$ cat src/hw/rtl/irrc_pkg.sv
package irrc_pkg;

   // Event kinds carried on the request tuser field.
   localparam logic [1:0] EVENT_FRAME = 2'd0;
   localparam logic [1:0] EVENT_TICK  = 2'd1;
   localparam logic [1:0] EVENT_CLEAR = 2'd2;

   // Configuration register indexes.
   localparam logic [1:0] CSR_START_ADDR      = 2'd0;
   localparam logic [1:0] CSR_PROG_ADDR       = 2'd1;
   localparam logic [1:0] CSR_TIMEOUT_TICKS   = 2'd2;
   localparam logic [1:0] CSR_LEARN_THRESHOLD = 2'd3;

   // RC5 command codes of the remote keys.
   localparam logic [6:0] KEY_FWD_LEFT  = 7'd1;
   localparam logic [6:0] KEY_FWD       = 7'd2;
   localparam logic [6:0] KEY_FWD_RIGHT = 7'd3;
   localparam logic [6:0] KEY_LEFT      = 7'd4;
   localparam logic [6:0] KEY_REV       = 7'd5;
   localparam logic [6:0] KEY_RIGHT     = 7'd6;
   localparam logic [6:0] KEY_REV_ALT   = 7'd8;
   localparam logic [6:0] KEY_LEARN     = 7'd9;
   localparam logic [6:0] KEY_VOL_UP    = 7'd16;
   localparam logic [6:0] KEY_VOL_DOWN  = 7'd17;

   localparam logic [3:0] SPEED_MAX   = 4'd10;
   localparam logic [3:0] SPEED_MIN   = 4'd1;
   localparam logic [3:0] SPEED_RESET = 4'd4;

   localparam logic [4:0]  START_ADDR_RESET      = 5'd11;
   localparam logic [4:0]  PROG_ADDR_RESET       = 5'd7;
   localparam logic [15:0] TIMEOUT_TICKS_RESET   = 16'd200;
   localparam logic [7:0]  LEARN_THRESHOLD_RESET = 8'd5;

   typedef enum logic [1:0] {
      SM_POWER       = 2'd0,
      SM_STARTED     = 2'd1,
      SM_STOPPED     = 2'd2,
      SM_PROGRAMMING = 2'd3
   } start_state_type;

   typedef enum logic [2:0] {
      DRIVE_STOP      = 3'd0,
      DRIVE_FWD       = 3'd1,
      DRIVE_REV       = 3'd2,
      DRIVE_RIGHT     = 3'd3,
      DRIVE_LEFT      = 3'd4,
      DRIVE_FWD_LEFT  = 3'd5,
      DRIVE_FWD_RIGHT = 3'd6
   } drive_mode_type;

   typedef struct packed {
      logic [4:0]  start_addr;
      logic [4:0]  prog_addr;
      logic [15:0] timeout_ticks;
      logic [7:0]  learn_threshold;
   } cfg_type;

   typedef struct packed {
      start_state_type start_state;
      logic [6:0]      start_code;
      drive_mode_type  drive;
      logic [15:0]     timeout;
      logic [3:0]      speed;
      logic [4:0]      remote_addr;
      logic [7:0]      learn_count;
   } ctrl_state_type;

   typedef struct packed {
      logic [1:0]        start_status;
      logic [2:0]        drive_mode;
      logic              drive_active;
      logic signed [5:0] left_drive;
      logic signed [5:0] right_drive;
      logic [3:0]        speed_setting;
   } result_type;

endpackage

$ cat src/hw/rtl/irrc_event_logic.sv
module irrc_event_logic (
   input  irrc_pkg::cfg_type        cfg,
   input  irrc_pkg::ctrl_state_type state_cur,
   input  logic [1:0]               event_kind,
   input  logic [4:0]               rc5_address,
   input  logic [6:0]               rc5_command,
   output irrc_pkg::ctrl_state_type state_next,
   output irrc_pkg::result_type     result
);
   import irrc_pkg::*;

   drive_mode_type    key_drive;
   logic              key_is_drive;
   logic signed [5:0] full_pos;
   logic signed [5:0] half_pos;

   // Drive key decode.
   always_comb begin
      key_drive    = DRIVE_STOP;
      key_is_drive = 1'b1;
      unique case (rc5_command) inside
         KEY_FWD_LEFT:         key_drive = DRIVE_FWD_LEFT;
         KEY_FWD:              key_drive = DRIVE_FWD;
         KEY_FWD_RIGHT:        key_drive = DRIVE_FWD_RIGHT;
         KEY_LEFT:             key_drive = DRIVE_LEFT;
         KEY_RIGHT:            key_drive = DRIVE_RIGHT;
         KEY_REV, KEY_REV_ALT: key_drive = DRIVE_REV;
         default:              key_is_drive = 1'b0;
      endcase
   end

   // State update for one event.
   always_comb begin
      state_next = state_cur;
      case (event_kind)
         EVENT_FRAME: begin
            if (rc5_address == cfg.start_addr) begin
               if (rc5_command == (state_cur.start_code | 7'd1)) begin
                  state_next.start_state = SM_STARTED;
               end else if (rc5_command == {state_cur.start_code[6:1], 1'b0}) begin
                  state_next.start_state = SM_STOPPED;
               end
            end else if (rc5_address == cfg.prog_addr) begin
               state_next.start_code = rc5_command;
               if (state_cur.start_state != SM_STOPPED) begin
                  state_next.start_state = SM_PROGRAMMING;
               end
            end

            if (rc5_address == state_cur.remote_addr) begin
               if (key_is_drive) begin
                  state_next.drive   = key_drive;
                  state_next.timeout = cfg.timeout_ticks;
               end
               if (rc5_command == KEY_VOL_UP && state_cur.speed < SPEED_MAX) begin
                  state_next.speed = state_cur.speed + 4'd1;
               end
               if (rc5_command == KEY_VOL_DOWN && state_cur.speed > SPEED_MIN) begin
                  state_next.speed = state_cur.speed - 4'd1;
               end
            end

            // Holding key 9 long enough teaches the sender's address.
            if (rc5_command == KEY_LEARN) begin
               if (state_cur.learn_count > cfg.learn_threshold) begin
                  state_next.remote_addr = rc5_address;
                  state_next.learn_count = 8'd0;
               end else begin
                  state_next.learn_count = state_cur.learn_count + 8'd1;
               end
            end else begin
               state_next.learn_count = 8'd0;
            end
         end
         EVENT_TICK: begin
            if (state_cur.timeout != 16'd0) begin
               state_next.timeout = state_cur.timeout - 16'd1;
            end
         end
         EVENT_CLEAR: begin
            state_next.start_state = SM_POWER;
         end
         default: begin
         end
      endcase
   end

   // Wheel drive from the updated state.
   assign full_pos = {1'b0, state_next.speed, 1'b0};
   assign half_pos = {2'b00, state_next.speed};

   always_comb begin
      result.start_status  = state_next.start_state;
      result.drive_mode    = state_next.drive;
      result.drive_active  = (state_next.timeout != 16'd0);
      result.speed_setting = state_next.speed;
      result.left_drive    = 6'sd0;
      result.right_drive   = 6'sd0;
      if (result.drive_active) begin
         case (state_next.drive)
            DRIVE_FWD: begin
               result.left_drive  = full_pos;
               result.right_drive = full_pos;
            end
            DRIVE_REV: begin
               result.left_drive  = -full_pos;
               result.right_drive = -full_pos;
            end
            DRIVE_RIGHT: begin
               result.left_drive  = half_pos;
               result.right_drive = -half_pos;
            end
            DRIVE_LEFT: begin
               result.left_drive  = -half_pos;
               result.right_drive = half_pos;
            end
            DRIVE_FWD_LEFT: begin
               result.left_drive  = half_pos;
               result.right_drive = full_pos;
            end
            DRIVE_FWD_RIGHT: begin
               result.left_drive  = full_pos;
               result.right_drive = half_pos;
            end
            default: begin
            end
         endcase
      end
   end

endmodule

$ cat src/hw/rtl/ir_remote_start_and_drive_control_core.sv
// RC5 remote start module and remote drive controller. Each request transfer is
// one event: a decoded RC5 frame, one time tick, or a host clear of the start
// state. Every event yields exactly one response transfer carrying the start
// status, the drive mode, whether the drive timeout is still running, the left
// and right wheel drive in twentieths of full power, and the speed level in
// tenths. The block takes one event per clock cycle while the response side
// takes responses; an event is captured in an input register at its request
// transfer and its response is loaded into the output register once that
// register is free. The state update for one event is a single pass of logic
// between those two registers, which is what lets the next event follow
// immediately. When the response side holds off, the two registers hold
// two events and the request side then stalls until a response is taken.
// The configuration port is always ready and must only be written while no
// event is in flight.
module ir_remote_start_and_drive_control_core (
   input  logic        clock,
   input  logic        reset,
   // Request channel.
   input  logic        req_tvalid,
   output logic        req_tready,
   input  logic [15:0] req_tdata,  // [4:0] rc5_address, [11:5] rc5_command
   input  logic [1:0]  req_tuser,  // [1:0] mode
   // Response channel.
   output logic        rsp_tvalid,
   input  logic        rsp_tready,
   output logic [23:0] rsp_tdata,  // [1:0] start_status, [4:2] drive_mode,
                                   // [5] drive_active, [11:6] left_drive,
                                   // [17:12] right_drive, [21:18] speed_setting
   // Configuration write channel.
   input  logic        csr_valid,
   output logic        csr_ready,
   input  logic [1:0]  csr_index,
   input  logic [15:0] csr_wdata
);
   import irrc_pkg::*;

   cfg_type        cfg_ff;
   ctrl_state_type state_ff;
   ctrl_state_type state_in;
   result_type     result_in;
   result_type     result_ff;

   logic       in_valid_ff;
   logic [1:0] in_kind_ff;
   logic [4:0] in_addr_ff;
   logic [6:0] in_cmd_ff;
   logic       out_valid_ff;
   logic       out_free;
   logic       advance;

   // The output register can take a new result when empty or being drained.
   assign out_free   = !out_valid_ff || rsp_tready;
   assign advance    = in_valid_ff && out_free;
   assign req_tready = !in_valid_ff || advance;
   assign csr_ready  = 1'b1;

   // Configuration registers.
   always_ff @(posedge clock) begin
      if (reset) begin
         cfg_ff.start_addr      <= START_ADDR_RESET;
         cfg_ff.prog_addr       <= PROG_ADDR_RESET;
         cfg_ff.timeout_ticks   <= TIMEOUT_TICKS_RESET;
         cfg_ff.learn_threshold <= LEARN_THRESHOLD_RESET;
      end else if (csr_valid && csr_ready) begin
         unique case (csr_index)
            CSR_START_ADDR:      cfg_ff.start_addr      <= csr_wdata[4:0];
            CSR_PROG_ADDR:       cfg_ff.prog_addr       <= csr_wdata[4:0];
            CSR_TIMEOUT_TICKS:   cfg_ff.timeout_ticks   <= csr_wdata;
            CSR_LEARN_THRESHOLD: cfg_ff.learn_threshold <= csr_wdata[7:0];
            default: begin
            end
         endcase
      end
   end

   // Input register: holds one event until the output side can accept it.
   always_ff @(posedge clock) begin
      if (reset) begin
         in_valid_ff <= 1'b0;
      end else if (req_tready) begin
         in_valid_ff <= req_tvalid;
      end
   end

   always_ff @(posedge clock) begin
      if (req_tvalid && req_tready) begin
         in_kind_ff <= req_tuser;
         in_addr_ff <= req_tdata[4:0];
         in_cmd_ff  <= req_tdata[11:5];
      end
   end

   irrc_event_logic u_event_logic (
      .cfg         (cfg_ff),
      .state_cur   (state_ff),
      .event_kind  (in_kind_ff),
      .rc5_address (in_addr_ff),
      .rc5_command (in_cmd_ff),
      .state_next  (state_in),
      .result      (result_in)
   );

   // Controller state moves only when an event passes to the output register.
   always_ff @(posedge clock) begin
      if (reset) begin
         state_ff.start_state <= SM_POWER;
         state_ff.start_code  <= 7'd0;
         state_ff.drive       <= DRIVE_STOP;
         state_ff.timeout     <= 16'd0;
         state_ff.speed       <= SPEED_RESET;
         state_ff.remote_addr <= 5'd0;
         state_ff.learn_count <= 8'd0;
      end else if (advance) begin
         state_ff <= state_in;
      end
   end

   // Output register.
   always_ff @(posedge clock) begin
      if (reset) begin
         out_valid_ff <= 1'b0;
      end else if (out_free) begin
         out_valid_ff <= in_valid_ff;
      end
   end

   always_ff @(posedge clock) begin
      if (advance) begin
         result_ff <= result_in;
      end
   end

   assign rsp_tvalid = out_valid_ff;
   assign rsp_tdata  = {2'b00,
                        result_ff.speed_setting,
                        result_ff.right_drive,
                        result_ff.left_drive,
                        result_ff.drive_active,
                        result_ff.drive_mode,
                        result_ff.start_status};

endmodule
$ cat config.mk
export PLATFORM = sky130hd
export DESIGN_NAME = ir_remote_start_and_drive_control_core
export DESIGN_NICKNAME = d
export VERILOG_FILES = /design/src/hw/rtl/irrc_pkg.sv /design/src/hw/rtl/irrc_event_logic.sv /design/src/hw/rtl/ir_remote_start_and_drive_control_core.sv
export SDC_FILE = /design/constraint.sdc
export NUM_CORES = 1
export LEC_CHECK = 0
export ABC_AREA = 1
export CAP_MARGIN = 30
export CORE_UTILIZATION = 55
export DETAILED_ROUTE_END_ITERATION = 10
export DONT_BUFFER_PORTS = 1
export HOLD_SLACK_MARGIN = 0.06
export PLACE_DENSITY = 0.7
export SLEW_MARGIN = 15
export SYNTH_ARGS = -nofsm -noshare
export SYNTH_HDL_FRONTEND = slang
export SYNTH_SLANG_ARGS = --single-unit
$ cat constraint.sdc
create_clock -name clock -period 3.31 [get_ports clock]
set_input_delay 0.1655 -clock clock [delete_from_list [all_inputs] [get_ports clock]]
set_output_delay 0.1655 -clock clock [all_outputs]
set_load 0.05 [all_outputs]
---- Word level (Yosys, flattened, before mapping) ----
Cells that the tools add are included.
word-level totals
  bits in registers ....................... 117
  input bits .............................. 41
  output and inout port bits .............. 27
  logic and storage cells ................. 101
cells by class
  eq/ne operators ......................... 27
  bitwise operators ....................... 1
  reductions and logical operators ........ 21
  order comparisons ....................... 3
  muxes and demuxes ....................... 21
  $add $sub $neg .......................... 6
operators with widths
  operator               number
  $pmux 12 s6            1
  $pmux 16 s2            1
  $reduce_bool 16->1     2
  $mux 23                1
  $eq 7x3->1 const B     3
  $mux 19                1
  $pmux 3 s6             1
  $mux 17                1
  $mux 16                1
  $mux 8                 2
  $sub 16x1->16 const B  1
  $eq 5x5->1             3
  $eq 7x2->1 const B     2
  $eq 7x4->1 const B     2
  $eq 7x5->1 const B     2
  $eq 7x7->1             2
  $mux 5                 2
  $reduce_and 2->1       5
  $eq 3x3->1 const B     3
  $mux 9                 1
  $add 8x1->8 const B    1
  $gt 8x8->1             1
  $mux 2                 4
  $mux 4                 2
  23 further kinds       34

---- Longest topological paths before layout ----
  depth after elaboration ................. 8
  mapped depth ............................ 19
  gate-level depth less buffers ........... 19

---- Cells and area by module ----
From an unflattened synthesis, not the netlist that was laid out.
second synthesis, totals
  cell total of the unflattened synthesis .. 1242
  area total of the unflattened synthesis .. 7918.8 sq um
by module, submodules not included
  module                                  instances  seq. area each (sq um)  area each (sq um)  cells an instance
  ir_remote_start_and_drive_control_core  1          2702.6                  4525.6             547
  irrc_event_logic                        1          0.0                     3393.3             695

---- Worst setup path before layout ----
OpenSTA, ideal clock, no wires.
  path kind ............................... flip-flop to flip-flop
  from .................................... register in_addr_ff[4]
  to ...................................... register result_ff, in the netlist rsp_tdata[9], data pin
  data required time ...................... 3061 ps
  library setup time ...................... 249 ps
  setup slack ............................. 921 ps
  period minus slack after synthesis ...... 2389 ps
  path buffers ............................ 0
  cell stages (with the launch flop) ...... 17
  arrival ................................. 2140 ps
  cells stage by stage .................... edfxtp_1 -> xnor2_1 -> nand2_1 -> nor2_4 -> nand2_2 -> nor2_1 -> nand2_1 -> nand2_1 -> inv_1 -> ha_1 -> nand3b_1 -> nand2_1 -> nor2_1 -> nor2_1 -> nand3_1 -> nand2_1 -> inv_1
RTL lines
  what                      line                                           text
  start: declaration        ir_remote_start_and_drive_control_core.sv:45   logic [4:0] in_addr_ff;
  start signal: assignment  ir_remote_start_and_drive_control_core.sv:88   in_addr_ff <= req_tdata[4:0];
  end signal: assignment    ir_remote_start_and_drive_control_core.sv:129  result_ff <= result_in;
  end: declaration          ir_remote_start_and_drive_control_core.sv:41   result_type result_ff;

==> results.ini <==
[pwr]
powerDensity_nw_per_um2 = 498
peakVddDrop_mv = 0.389
leakage_nw = 3.62

[cts]
cts.reportedPaths.clkPinSlew_ns = 0.05
cts_tree = done
clock-root-buffer = clkbuf_16
cts_hold_buf = 43
cts_resized = 0
cts_setup_buffers = 0
cts_buffer_depth = 2
cts.sinks = 116
clkLatencyLatePin_ns = 0.42
htree_levels = 4
cts_buffers = 17

[worst_setup_path]
end_kind = flip-flop
cp-start-kind = flip-flop
crit_fanout = 7
crit_type = reg -> reg
cp.arrival_ns = 2.92
required_ns = 3.49

[timing]
fmax_mhz = 365
hold_slack_ns = 0.120
fin_crit_sh_pct = 82.8
drv_slew = 0
relSlewSlack_pct = 45.0
setup_viol = 0
hold_violations = 0
tightest_slew_ns = 0.819
rsz0062_at_grt = no
min_period_ns = 2.74
tns_ns = 0
skew_ns = 0.0111

[layout]
fin_nets = 1061
fin_cells = 1165
area_delta_synth_final_pct = 16.7
n_fill_cell = 1045
fin_util_pct = 65.7
layout_commonest_cell = nand2_1
antenna_cells = 0
layout-drive-gt1-share_pct = 9.53
final_cell_mix = nand2_1 (220), inv_1 (129), nand3_1 (90)

[global_routing]
grt_max_degree = 41
grtUsageTotal_pct = 26.2
grt_pass1_wl_mm = 26.2
grt_pass1_vias = 5666
grt_overflow = 0
antenna_found_initial = 1

[yosys]
synth_edf_count = 36
synth-seq-area-share_pct = 39.8
yosysUniqueCellTypes = 41
async_flop_share_pct = 0
yosys_warnings = 0
syn_inst = 962
synth_top_area_share_pct = 23.8
synth_seq_cells = 116
ys.flop_type = dfxtp_1
syn_area_um2 = 6740
yosysTopAreaCell = dfxtp_1
synth.avg_cell_area_um2 = 7.00
synth_area_leaders = dfxtp_1 (24%), edfxtp_1 (16%), nand2_1 (12%)

[drt]
routed-wl-met2_mm = 7.10
ant_nets = 0
highest_layer = met4
dr.pass1.iters = 5
met1Wirelength_mm = 7.42
vias_per_cell = 5.20
drtIter0Drc = 366
route.met3.wl_um = 681
drc = 0
num_vias = 6062
finalWirelength_mm = 15.5
routedWlPerCell_um = 13.3

[placement]
gp_congestion = 0.902
place_inst = 1090
dpl.hpwl_mm = 10.4
numPortBuffers = 0

[floorplanning]
dieArea_um2 = 12700
initial_core_util_pct = 56.3
rows = 40
die_y_um = 113
ios = 68
core_area_um2 = 12000
dieWidth_um = 113

[worst_hold_path]
hold_class = in -> reg

[run_status]
outcome = finished clean

[flow_run]
cap_violations = 0

-- flip-flops by register name (all words and copies together), names as in the netlist --
register,cells
in_cmd_ff,7
cfg_ff,34
rsp_tdata,22
state_ff,44
in_kind_ff,2
in_valid_ff,1
in_addr_ff,5
rsp_tvalid,1
-- cell families after synthesis --
| kind of cell | count (synthesis) | synth area share (%) |
|---|---|---|
| and+or+nand+nor | 469 | 31.3 |
| other | 2 | 0.111 |
| adders and majority gates | 15 | 2.79 |
| DFF | 116 | 39.8 |
| buffers and inverters | 176 | 10.6 |
| AOI/OAI and AO/OA | 166 | 13.0 |
| xor gates and xnor gates | 18 | 2.34 |
-- routing by layer --
layer  vias to the layer above  track usage, %
li1                       3198               -
met1                      2698            34.1
met2                       142            42.7
met3                        24            5.13
met4                         0            10.7
met5                         -               0
-- critical path, cell delays in order, from the launching register on --
cell,delay (ns)
edfxtp_1,0.40
inv_1,0.13
nand2_1,0.06
nor2_1,0.26
nand3_1,0.18
o211ai_1,0.19
nand2_1,0.07
nand2_1,0.23
inv_1,0.13
ha_1,0.24
nand3b_1,0.15
nand2_1,0.09
nor2_1,0.04
nor2_1,0.13
nand3_1,0.09
nand2_1,0.06
inv_1,0.04
-- synthesized netlist by cell type (all sizes together) (7+ instances only) --
master / n
clkbuf: 18
o21ai: 75
xnor2: 7
o211ai: 11
nand4: 13
buf: 12
ha: 15
nor2: 113
edfxtp: 36
nor3: 7
a21oi: 74
nand2: 232
nand3: 94
dfxtp: 80
inv: 142
xor2: 11
-- report_power, final --
group          total (mW)  internal [mW]  switching [mW]
Sequential           1.66           1.55           0.106
Combinational       0.562          0.201           0.361
Clock                1.70           1.05           0.641
-- final timing paths --
kind	start	endpoint	slack (ns)	cells after the start
worst max-delay path	in_cmd_ff[5]	rsp_tdata[9]	0.57	16
worst min register to register	state_ff[12]	state_ff[12]	0.46	2
worst max register to register	in_cmd_ff[5]	rsp_tdata[9]	0.57	16
worst min-delay path	reset	state_ff[16]	0.12	3
-- metrics by stage --
stage	power, mW	worst slack [ns]	area, um^2
after floorplan	2.09	0.921	6740
after global placement	2.17	0.598	6830
after detailed placement	2.18	0.569	6870
after CTS	3.93	0.562	7860
after global routing	4.09	0.278	7860
final	3.91	0.569	7860
-- area by class of cell --
type	instances	area [um^2]	share of cell area (%)
Multi-Input combinational cell	671	3340	42.5
Inverter	146	556	7.07
Timing Repair Buffer	53	543	6.91
Sequential cell	116	2680	34.1
Tap cell	147	184	2.34
Clock inverter	9	51.3	0.653
Clock buffer	23	500	6.37
(Power assumes the default switching activity.)
